<file path="src/rfof_pkg.sv">
// Package for the register field override filter.
// Holds the effect table, widths and codes shared by the core and its checker.
package rfof_pkg;

  localparam int NUM_EFFECTS = 32;
  localparam int REG_WIDTH   = 16;
  localparam int EFF_IDX_W   = $clog2(NUM_EFFECTS);
  localparam int ADJ_W       = REG_WIDTH + 1;
  localparam int SUM_W       = REG_WIDTH + 2;
  localparam int SHIFT_W     = 4;
  localparam int CFG_IDX_W   = 2;

  typedef logic [REG_WIDTH-1:0] reg_word_t;

  typedef enum logic {
    OP_SET       = 1'b0,
    OP_INTERCEPT = 1'b1
  } op_code_t;

  typedef enum logic [CFG_IDX_W-1:0] {
    CFG_REGISTER_HOOK = 2'd0,
    CFG_DEFAULT_BASE  = 2'd1,
    CFG_NEGATIVE_MODE = 2'd2
  } cfg_index_t;

  typedef struct packed {
    reg_word_t          addr;
    reg_word_t          mask;
    logic [SHIFT_W-1:0] shift;
    reg_word_t          dflt;
  } effect_rom_t;

  localparam effect_rom_t EFFECT_ROM [NUM_EFFECTS] = '{
    '{16'h002c, 16'hffff, 4'd0, 16'd4095}, '{16'h002d, 16'hff00, 4'd8, 16'd25},
    '{16'h002d, 16'h00ff, 4'd0, 16'd255},  '{16'h002e, 16'hff00, 4'd8, 16'd255},
    '{16'h002e, 16'h00ff, 4'd0, 16'd22},   '{16'h002f, 16'h00ff, 4'd0, 16'd0},
    '{16'h0042, 16'h00ff, 4'd0, 16'd128},
    '{16'h00ca, 16'hff00, 4'd8, 16'd237},  '{16'h00ce, 16'hff00, 4'd8, 16'd15},
    '{16'h00d2, 16'hff00, 4'd8, 16'd0},
    '{16'h00c9, 16'h00ff, 4'd0, 16'd68},   '{16'h00cd, 16'h00ff, 4'd0, 16'd245},
    '{16'h00d1, 16'h00ff, 4'd0, 16'd255},
    '{16'h00c9, 16'hff00, 4'd8, 16'd97},   '{16'h00cd, 16'hff00, 4'd8, 16'd230},
    '{16'h00d1, 16'hff00, 4'd8, 16'd18},
    '{16'h00ca, 16'h00ff, 4'd0, 16'd251},  '{16'h00ce, 16'h00ff, 4'd0, 16'd36},
    '{16'h00d2, 16'h00ff, 4'd0, 16'd255},
    '{16'h00c8, 16'h00ff, 4'd0, 16'd0},    '{16'h00cc, 16'h00ff, 4'd0, 16'd43},
    '{16'h00d0, 16'h00ff, 4'd0, 16'd255},
    '{16'h00cb, 16'hff00, 4'd8, 16'd255},  '{16'h00cf, 16'hff00, 4'd8, 16'd239},
    '{16'h00d3, 16'hff00, 4'd8, 16'd27},
    '{16'h00c8, 16'hff00, 4'd8, 16'd0},    '{16'h00cc, 16'hff00, 4'd8, 16'd0},
    '{16'h00d0, 16'hff00, 4'd8, 16'd0},
    '{16'h00cb, 16'h00ff, 4'd0, 16'd255},  '{16'h00cf, 16'h00ff, 4'd0, 16'd240},
    '{16'h00d3, 16'h00ff, 4'd0, 16'd240},
    '{16'h005b, 16'h00ff, 4'd0, 16'd65}
  };

  typedef enum logic [2:0] {
    ST_IDLE = 3'b001,
    ST_SCAN = 3'b010,
    ST_HOLD = 3'b100
  } state_t;

endpackage

</file>
<file path="src/register_field_override_filter_core.sv">
// Register field override filter: per-effect adjustment store and scan sequencer.
// Depends on rfof_pkg for the effect table and widths.
// Set transfer: the adjustment is written on acceptance. Intercept: the shared field unit takes one effect per cycle,
// the result is registered at the end of the scan, and no new item is accepted until the scan is done.
// Next item is taken while a result waits; the scan then holds until it is taken.
// Reset (rst, synchronous): adjustments zero, all effects delta mode, hooks off.
module register_field_override_filter_core
  import rfof_pkg::*;
(
  input  logic                        clk,
  input  logic                        rst,
  input  logic                        cfg_we,
  input  logic [CFG_IDX_W-1:0]        cfg_index,
  input  logic                        cfg_data,
  input  logic                        in_valid,
  output logic                        in_ready,
  input  logic                        op,
  input  logic [EFF_IDX_W-1:0]        effect_index,
  input  logic signed [ADJ_W-1:0]     adjust_amount,
  input  logic                        delta_mode,
  input  logic [REG_WIDTH-1:0]        reg_address,
  input  logic [REG_WIDTH-1:0]        reg_value,
  output logic                        out_valid,
  input  logic                        out_ready,
  output logic [REG_WIDTH-1:0]        filtered_value
);

  state_t                   state;
  logic [EFF_IDX_W-1:0]     cnt;
  reg_word_t                work;
  reg_word_t                addr_q;
  logic                     register_hook;
  logic                     default_base;
  logic                     negative;
  logic signed [ADJ_W-1:0]  effect_adjust [NUM_EFFECTS];
  logic [NUM_EFFECTS-1:0]   effect_is_delta;

  logic                     accept;
  logic                     set_ok;
  effect_rom_t              set_e;
  logic signed [SUM_W-1:0]  set_amt;
  logic signed [SUM_W-1:0]  set_fmax;
  logic signed [ADJ_W-1:0]  set_clamped;

  effect_rom_t              e;
  logic signed [SUM_W-1:0]  fmax;
  reg_word_t                base;
  logic signed [SUM_W-1:0]  sum;
  reg_word_t                field;
  reg_word_t                work_next;
  logic                     hit;
  logic                     last;
  logic                     emit;

  assign in_ready = (state == ST_IDLE);
  assign accept   = in_valid && in_ready;
  assign last     = (cnt == EFF_IDX_W'(NUM_EFFECTS - 1));
  assign emit     = ((state == ST_SCAN && last) || state == ST_HOLD) && (!out_valid || out_ready);

  // set path: clamp to +/- field maximum
  always_comb begin
    set_ok   = (int'(effect_index) < NUM_EFFECTS);
    set_e    = EFFECT_ROM[effect_index];
    set_amt  = SUM_W'(adjust_amount);
    set_fmax = $signed(SUM_W'(set_e.mask >> set_e.shift));
    if (set_amt > set_fmax) begin
      set_clamped = ADJ_W'(set_fmax);
    end else if (set_amt < -set_fmax) begin
      set_clamped = ADJ_W'(-set_fmax);
    end else begin
      set_clamped = ADJ_W'(set_amt);
    end
  end

  // shared field unit, one effect per cycle
  always_comb begin
    e    = EFFECT_ROM[cnt];
    fmax = $signed(SUM_W'(e.mask >> e.shift));
    hit  = (register_hook || default_base) && !negative && (e.addr == addr_q);
    base = default_base ? e.dflt : ((work & e.mask) >> e.shift);
    sum  = $signed({2'b00, base});
    if (register_hook) begin
      if (effect_is_delta[cnt]) begin
        sum = $signed({2'b00, base}) + SUM_W'(effect_adjust[cnt]);
      end else begin
        sum = SUM_W'(effect_adjust[cnt]);
      end
      if (sum < 0) begin
        sum = '0;
      end else if (sum > fmax) begin
        sum = fmax;
      end
    end
    field     = REG_WIDTH'(sum);
    work_next = hit ? ((work & ~e.mask) | reg_word_t'(field << e.shift)) : work;
  end

  always_ff @(posedge clk) begin
    if (rst) begin
      register_hook <= 1'b0;
      default_base  <= 1'b0;
      negative      <= 1'b0;
    end else if (cfg_we) begin
      unique case (cfg_index)
        CFG_REGISTER_HOOK: register_hook <= cfg_data;
        CFG_DEFAULT_BASE:  default_base  <= cfg_data;
        CFG_NEGATIVE_MODE: negative      <= cfg_data;
        default: ;
      endcase
    end
  end

  always_ff @(posedge clk) begin
    if (rst) begin
      for (int i = 0; i < NUM_EFFECTS; i++) begin
        effect_adjust[i] <= '0;
      end
      effect_is_delta <= '1;
    end else if (accept && (op == OP_SET) && set_ok) begin
      effect_adjust[effect_index]   <= set_clamped;
      effect_is_delta[effect_index] <= delta_mode;
    end
  end

  always_ff @(posedge clk) begin
    if (rst) begin
      state     <= ST_IDLE;
      cnt       <= '0;
      out_valid <= 1'b0;
    end else begin
      out_valid <= emit || (out_valid && !out_ready);
      unique case (state)
        ST_IDLE: begin
          if (accept && (op == OP_INTERCEPT)) begin
            state <= ST_SCAN;
            cnt   <= '0;
          end
        end
        ST_SCAN: begin
          if (last) begin
            state <= emit ? ST_IDLE : ST_HOLD;
          end else begin
            cnt <= cnt + 1'b1;
          end
        end
        ST_HOLD: begin
          if (emit) begin
            state <= ST_IDLE;
          end
        end
        default: state <= ST_IDLE;
      endcase
    end
  end

  always_ff @(posedge clk) begin
    if (state == ST_IDLE && accept && (op == OP_INTERCEPT)) begin
      work   <= reg_value;
      addr_q <= reg_address;
    end else if (state == ST_SCAN) begin
      work <= work_next;
    end
    if (emit) begin
      filtered_value <= (state == ST_SCAN) ? work_next : work;
    end
  end

endmodule

</file>
<file path="config.mk">
export PLATFORM = sky130hd
export DESIGN_NAME = register_field_override_filter_core
export DESIGN_NICKNAME = d
export VERILOG_FILES = /design/src/rfof_pkg.sv /design/src/register_field_override_filter_core.sv
export SDC_FILE = /design/constraint.sdc
export NUM_CORES = 1
export LEC_CHECK = 0
export BUFFER_PORTS_ARGS = -buffer_cell sky130_fd_sc_hd__buf_4
export CAP_MARGIN = 0
export CORE_MARGIN = 3
export CORE_UTILIZATION = 63
export DETAILED_ROUTE_END_ITERATION = 7
export PLACE_DENSITY = 0.83
export SLEW_MARGIN = 20
export SYNTH_ARGS = -nofsm -noshare
export SYNTH_HDL_FRONTEND = slang
export SYNTH_SLANG_ARGS = --single-unit
</file>
<file path="constraint.sdc">
create_clock -name clk -period 9.8 [get_ports clk]
set_input_delay 0 -clock clk [delete_from_list [all_inputs] [get_ports clk]]
set_output_delay 0 -clock clk [all_outputs]
set_load 0.01 [all_outputs]
</file>
Word-level counts from Yosys, hierarchy flattened
Memory sizes are Yosys's and may differ from the RTL's. A register that Yosys moved wholly into a read port is not among the register bits.
Cells that the tools add are included.
Widths: inputs -> output; s select.

operators by class
  reductions and logical operators = 26
  muxes and demuxes = 38
  order comparisons = 9
  shift operators = 4
  bitwise operators = 7
  eq/ne operators = 11
  add/subtract/negate cells = 3

operator list
  cell                 count
  $mux 16              7
  $mux 52              2
  $mux 36              2
  $mux 17              3
  $mux 18              2
  $shr 16x4->18        2
  $and 16x16->16       2
  $bwmux 32            1
  $mux 5               5
  $add 17x17->18       1
  $gt 17x18->1         1
  $gt 18x18->1         1
  $lt 17x18->1         1
  $lt 18x1->1 const B  1
  $neg 18->18          1
  $reduce_or 17->1     1
  $eq 16x16->1         1
  $not 16->16          1
  $or 16x16->16        1
  $shl 16x4->16        1
  $shr 16x4->16        1
  $ge 6x6->1 const B   2
  $lt 5x6->1 const B   2
  $mux 3               4
  24 further kinds     52

storage, ports and cells
  bits in read-only memories = 3328
  memories = 3
  memory bits (writable) = 544
  output and inout bits = 18
  input port bits = 64
  word-level logic and storage cells = 111
  register bits after elaboration = 92

memory list
  name             depth  width  rd ports  clocked after memory_dff  write ports  RTL line                                   text
  (no name shown)  32     52     1         0                         0            register_field_override_filter_core.sv:77  e = EFFECT_ROM[cnt];
  (no name shown)  32     52     1         0                         0            register_field_override_filter_core.sv:63  set_e = EFFECT_ROM[effect_index];
  effect_adjust    32     17     1         1                         32           register_field_override_filter_core.sv:35  logic signed [ADJ_W-1:0] effect_adjust [NUM_EFFECTS];

Longest topological paths before layout
  depth after elaboration = 19
  gate-level depth with buffers = 35
  gate-level depth less buffers = 31

Worst setup path after synthesis
OpenSTA, ideal clock, no wires.

  kind = register -> register
  start = reg with a tool-made name
  end = reg work[9]
  clock period less this slack = 7181 ps
  stages on the path, launching flop included = 29
  library setup time = 74 ps
  setup slack = 2619 ps
  buffers on the path = 4
  required time = 9726 ps
  data arrival time = 7107 ps
  path through = dfxtp_1 -> buf_2 -> buf_2 -> buf_1 -> mux4_2 -> mux4_2 -> nand2_1 -> nand2_1 -> ha_1 -> fa_1 -> a21oi_1 -> o21ai_0 -> a2111oi_0 -> nor3_1 -> o31a_1 -> or4_1 -> nand4b_1 -> ha_1 -> nand4_1 -> nor2_1 -> a31oi_1 -> o311ai_0 -> a211o_1 -> a211oi_4 -> buf_6 -> nor3_1 -> o32a_1 -> a221o_1 -> a31oi_1

RTL lines
  item                    RTL line                                    text
  end signal: assignment  register_field_override_filter_core.sv:158  work <= reg_value;
  end signal: assignment  register_field_override_filter_core.sv:161  work <= work_next;
  end: declaration        register_field_override_filter_core.sv:30   reg_word_t work;

Worst setup path in the final report
  start = reg cnt[1]
  end = reg work[9]

between the ends
  cells in the longest elaborated chain, start to end = 19
  elaborated cells between the ends (all ways) = 27
  those cells by class = add/sub (1); order compare (2); eq/ne (1); shift (3); mux (13); bitwise (5); reduce/logical (1); memory (1)

RTL lines
  item                                        RTL line                                    text
  start: declaration                          register_field_override_filter_core.sv:29   logic [EFF_IDX_W-1:0] cnt;
  start signal: assignment                    register_field_override_filter_core.sv:143  cnt <= cnt + 1'b1;
  $not 5->6 (not written as such)             register_field_override_filter_core.sv:77
  $mem_v2 32x52                               n/a
  $mux 52 (not written as such) (2 in a row)  register_field_override_filter_core.sv:77
  $and 16x16->16                              register_field_override_filter_core.sv:80   base = default_base ? e.dflt : ((work & e.mask) >> e.shift);
  $shr 16x4->16                               register_field_override_filter_core.sv:80
  $mux 16                                     register_field_override_filter_core.sv:80
  $add 17x17->18                              register_field_override_filter_core.sv:84   sum = $signed({2'b00, base}) + SUM_W'(effect_adjust[cnt]);
  $mux 18                                     register_field_override_filter_core.sv:83   if (effect_is_delta[cnt]) begin
  [... 2 more ...]                            n/a
  $mux 16                                     register_field_override_filter_core.sv:90   end else if (sum > fmax) begin
  $mux 16                                     register_field_override_filter_core.sv:88   if (sum < 0) begin
  $mux 16                                     register_field_override_filter_core.sv:82   if (register_hook) begin
  $shl 16x4->16                               register_field_override_filter_core.sv:95   work_next = hit ? ((work & ~e.mask) | reg_word_t'(field << e.shift)) : work;
  $or 16x16->16                               register_field_override_filter_core.sv:95
  $mux 16 *                                   register_field_override_filter_core.sv:95
  $mux 16 *                                   register_field_override_filter_core.sv:160  end else if (state == ST_SCAN) begin
  $mux 16 *                                   register_field_override_filter_core.sv:157  if (state == ST_IDLE && accept && (op == OP_INTERCEPT)) begin

Mark *: on every way between the ends. The rest lies on a longest branch, timed or not. The select of a mux whose other input is x is not followed.
A chain may end at the register's enable or synchronous reset.

==> results by group <==
Clock tree
  • Root buf cell: clkbuf_16
  • Reg clk slew, reported paths: 0.07 ns
  • Post-cts gate resize count: 0
  • # Post-CTS Setup Buffers: 0
  • Clock tree buffer depth: 3
  • Post-CTS Hold Fix Bufs: 55
  • CTS buffer count: 61
  • Clock latency on the worst-skew pair: 0.66 ns
  • TritonCTS clock tree: done
  • Total clock sinks: 641
  • H-Tree Depth: 2

Yosys
  • Synth Instances: 2,466
  • Synth Register Bits: 641
  • Predominant post-synthesis flop cell: edfxtp_1
  • Main combinational cell family by area after synthesis: multiplexers
  • Post-synth ARST share: 0%
  • Post-Synth XOR/XNOR Area: 0.445%
  • Post-synthesis mux area share: 14.0%
  • Syn Area/Cell: 12.8 um^2
  • Yosys cell types: 82
  • Simple-Gate Fraction of Synth Area: 12.4%
  • Sequential element share of the synthesized area: 59.1%
  • Post-synthesis adder-cell area fraction: 2.93%
  • Compound-Gate Fraction of Synth Area: 8.13%
  • Synth warn: 0
  • Post-synth EDFFs: 576
  • Mapped Area: 0.0315 mm^2
  • Post-synthesis net count: 2,603

Setup path
  • WP data arrival: 9.74 ns
  • Critical setup path kind: flop to flop
  • Crit path buffers/inverters: 2
  • Crit Path Max Fanout: 20
  • Slowest CP cell: dfxtp_1
  • CP top delay family: compound AO/OA/AOI/OAI gates
  • R2R setup slack: 0.63 ns
  • Critical path endpoint category: flop
  • CP peak stage delay: 0.82 ns
  • Critical Path RT: 10.37 ns
  • CP startpoint kind: flop

GRT
  • Initial antenna violation count: 3
  • Congestion Overflow GR: 0
  • First-pass GRT wire length: 134,000 um
  • GRT Total Usage: 33.9%
  • Largest net degree at the start of global routing: 84
  • Vias in the first global route: 22,100

Timing
  • Slew Limit Fails: 0
  • RSZ-0062 raised after global routing: no
  • Final setup viols: 0
  • Tightest Pin Transition: 1.19 ns
  • F_max: 109 MHz
  • Skew final: 0.0397 ns
  • Fin. Hold Viols: 0
  • Period utilization: 93.6%
  • Rel. slew slack: 20.6%
  • Total negative setup slack: 0 ns
  • Hold_ws: 0.0401 ns
  • Final min period: 9.17 ns

Place
  • Final RePlAce weighted congestion: 0.924
  • Port-buffer cells: 81
  • Post-DP HPWL: 56,700 um
  • DP Cell Count: 3,048

Final layout
  • Fin nets: 2,643
  • Finished Layout Cells: 3,226
  • Share of layout cells above drive strength 1: 17.2%
  • Area delta synth->final: 12.2%

Floorplanning
  • Die H: 230 um
  • Rows: 81
  • Initial core utilization: 64.0%
  • Die X: 230 um
  • # IOs: 82
  • Core Region: 0.0492 mm^2
  • Die Area: 0.0527 mm^2

Power
  • Peak VDD IR: 0.000201 V
  • Static leakage: 0.0131 uW
  • Reg power frac: 48.2%
  • Clk pwr share: 37.2%
  • Final Total Pwr: 6480 uW
  • Switching power of the nets: 1730 uW
  • Sw Ratio: 26.7%
  • P_int: 4760 uW
  • Logic pwr share: 14.6%
  • Cell Pwr Density: 184 mW/mm^2

Detailed routing
  • WL met3: 10,900 um
  • WL final: 89,200 um
  • TritonRoute pass-1 iters: 8
  • M1 WL: 31,700 um
  • Top layer used by detailed routing: met4
  • Via density: 6.85
  • Post-DRT Antenna Nets: 0
  • DR iter-0 viols: 3,341
  • Via count: 22,100
  • DRC: 44
  • WL met2: 42,500 um
  • Routed WL per cell: 27.7 um

Status
  • Failing checks: DRC
  • Status: finished with violations

Min path
  • Tightest Hold Check Type: input port to flop

Flow run
  • Max cap viols: 0
-- through the flow --
step | setup slack, ns | utilization [%] | instance area [um^2]
finish | 0.631 | 71.9 | 35300
floorplan | 2.62 | - | 31500
global placement | 1.49 | 66.4 | 32600
global route | 0.102 | 71.9 | 35300
detailed placement | 1.30 | 66.4 | 32600
CTS | 0.737 | 71.6 | 35200
-- layout by cell type, fill, tap and decap left out, drive strengths merged, types with 16 or more instances in the layout --
| cell | instances |
|---|---|
| nor3 | 53 |
| a21o | 76 |
| o21ai | 59 |
| clkinv | 23 |
| ha | 72 |
| mux2 | 17 |
| edfxtp | 576 |
| o22a | 32 |
| a211oi | 16 |
| a21oi | 53 |
| mux4 | 174 |
| a31oi | 18 |
| dfxtp | 65 |
| dlygate4sd3 | 55 |
| nand3 | 25 |
| buf | 115 |
| nor2 | 574 |
| mux2i | 29 |
| clkbuf | 84 |
| nor2b | 20 |
| inv | 39 |
| nand2 | 169 |
-- power by group through the flow --
stage	logic, uW	registers (uW)	clock network, uW
after floorplan	569	3150	0
after global placement	845	3170	0
after detailed placement	869	3180	0
after CTS	899	3130	2410
after global routing	1010	3130	2530
final	944	3130	2410
-- flip-flops by register name, indices dropped and copies added, names as in the netlist, named ones only --
signal,count
addr_q,16
state,3
filtered_value,16
cnt,5
effect_is_delta,32
default_base,1
out_valid,1
negative,1
effect_adjust,544
work,16
register_hook,1
-- Yosys cell counts (all sizes together) (5+ instances only) --
cell type / count / area share [%]
o22a: 32 / 0.89
nor2b: 20 / 0.40
o21bai: 7 / 0.17
mux2: 17 / 0.62
inv: 38 / 0.45
nand2: 169 / 2.0
a41o: 7 / 0.22
o21a: 14 / 0.33
ha: 72 / 2.9
o21ai: 59 / 0.95
a21oi: 53 / 0.85
nor4: 9 / 0.18
o32ai: 5 / 0.14
dfxtp: 65 / 4.1
clkbuf: 150 / 1.8
a311oi: 7 / 0.19
xor2: 7 / 0.19
mux4: 174 / 12
mux2i: 29 / 0.92
buf: 44 / 0.70
and2: 8 / 0.16
a211oi: 16 / 0.42
nor2: 574 / 6.9
and3: 6 / 0.12
nor4b: 6 / 0.17
nand2b: 14 / 0.28
nand3b: 6 / 0.14
nor3: 53 / 0.86
o211ai: 6 / 0.14
o31a: 6 / 0.17
nand3: 25 / 0.43
a31oi: 18 / 0.36
a221o: 6 / 0.19
xnor2: 9 / 0.25
nor3b: 5 / 0.12
a211o: 6 / 0.17
o31ai: 8 / 0.21
a21o: 76 / 1.8
edfxtp: 576 / 55
nand4: 12 / 0.29
or3: 7 / 0.14
-- final cells by class --
cell class	count	area [um^2]
antenna	3	7.51
fill	3046	13800
tap	664	831
timing repair buffer	171	1520
clock inverter	33	370
sequential	641	18600
multi-input combinational	1591	12200
inverter	40	150
clock buffer	83	1660
-- cells by family (layout without fill, tap and decap cells) --
group / after synthesis / in the layout
and+or+nand+nor: 924 / 924
DFF: 641 / 641
AOI/OAI and AO/OA: 358 / 358
buffers and inverters: 234 / 327
muxes: 220 / 220
adders and majority gates: 73 / 73
xor gates and xnor gates: 16 / 16
other: 0 / 3
-- worst min-delay path: cells and delay by family --
| family | cells | cell delay [ns] |
|---|---|---|
| buffers and inverters | 2 | 0.38 |
| AO/OA/AOI/OAI | 1 | 0.05 |
| AND/OR/NAND/NOR | 1 | 0.13 |
-- path summary, 6_finish.rpt --
check                              startpoint                                   to  cells after the start
max reg2reg               cnt[1]$_SDFFE_PP0P_                      work[9]$_DFF_P_                     27
min                         adjust_amount[12]  effect_adjust[12][12]$_SDFFCE_PN0P_                      4
min reg2reg  effect_is_delta[24]$_SDFFE_PP1P_     effect_is_delta[24]$_SDFFE_PP1P_                      1
max                       cnt[1]$_SDFFE_PP0P_                      work[9]$_DFF_P_                     27
-- routing by layer --
metal	track usage [%]	vias to the layer above
li1	-	9292
met1	45.0	10900
met2	54.2	1580
met3	8.36	332
met4	14.0	0
met5	0	-
(Power assumes the default switching activity.)
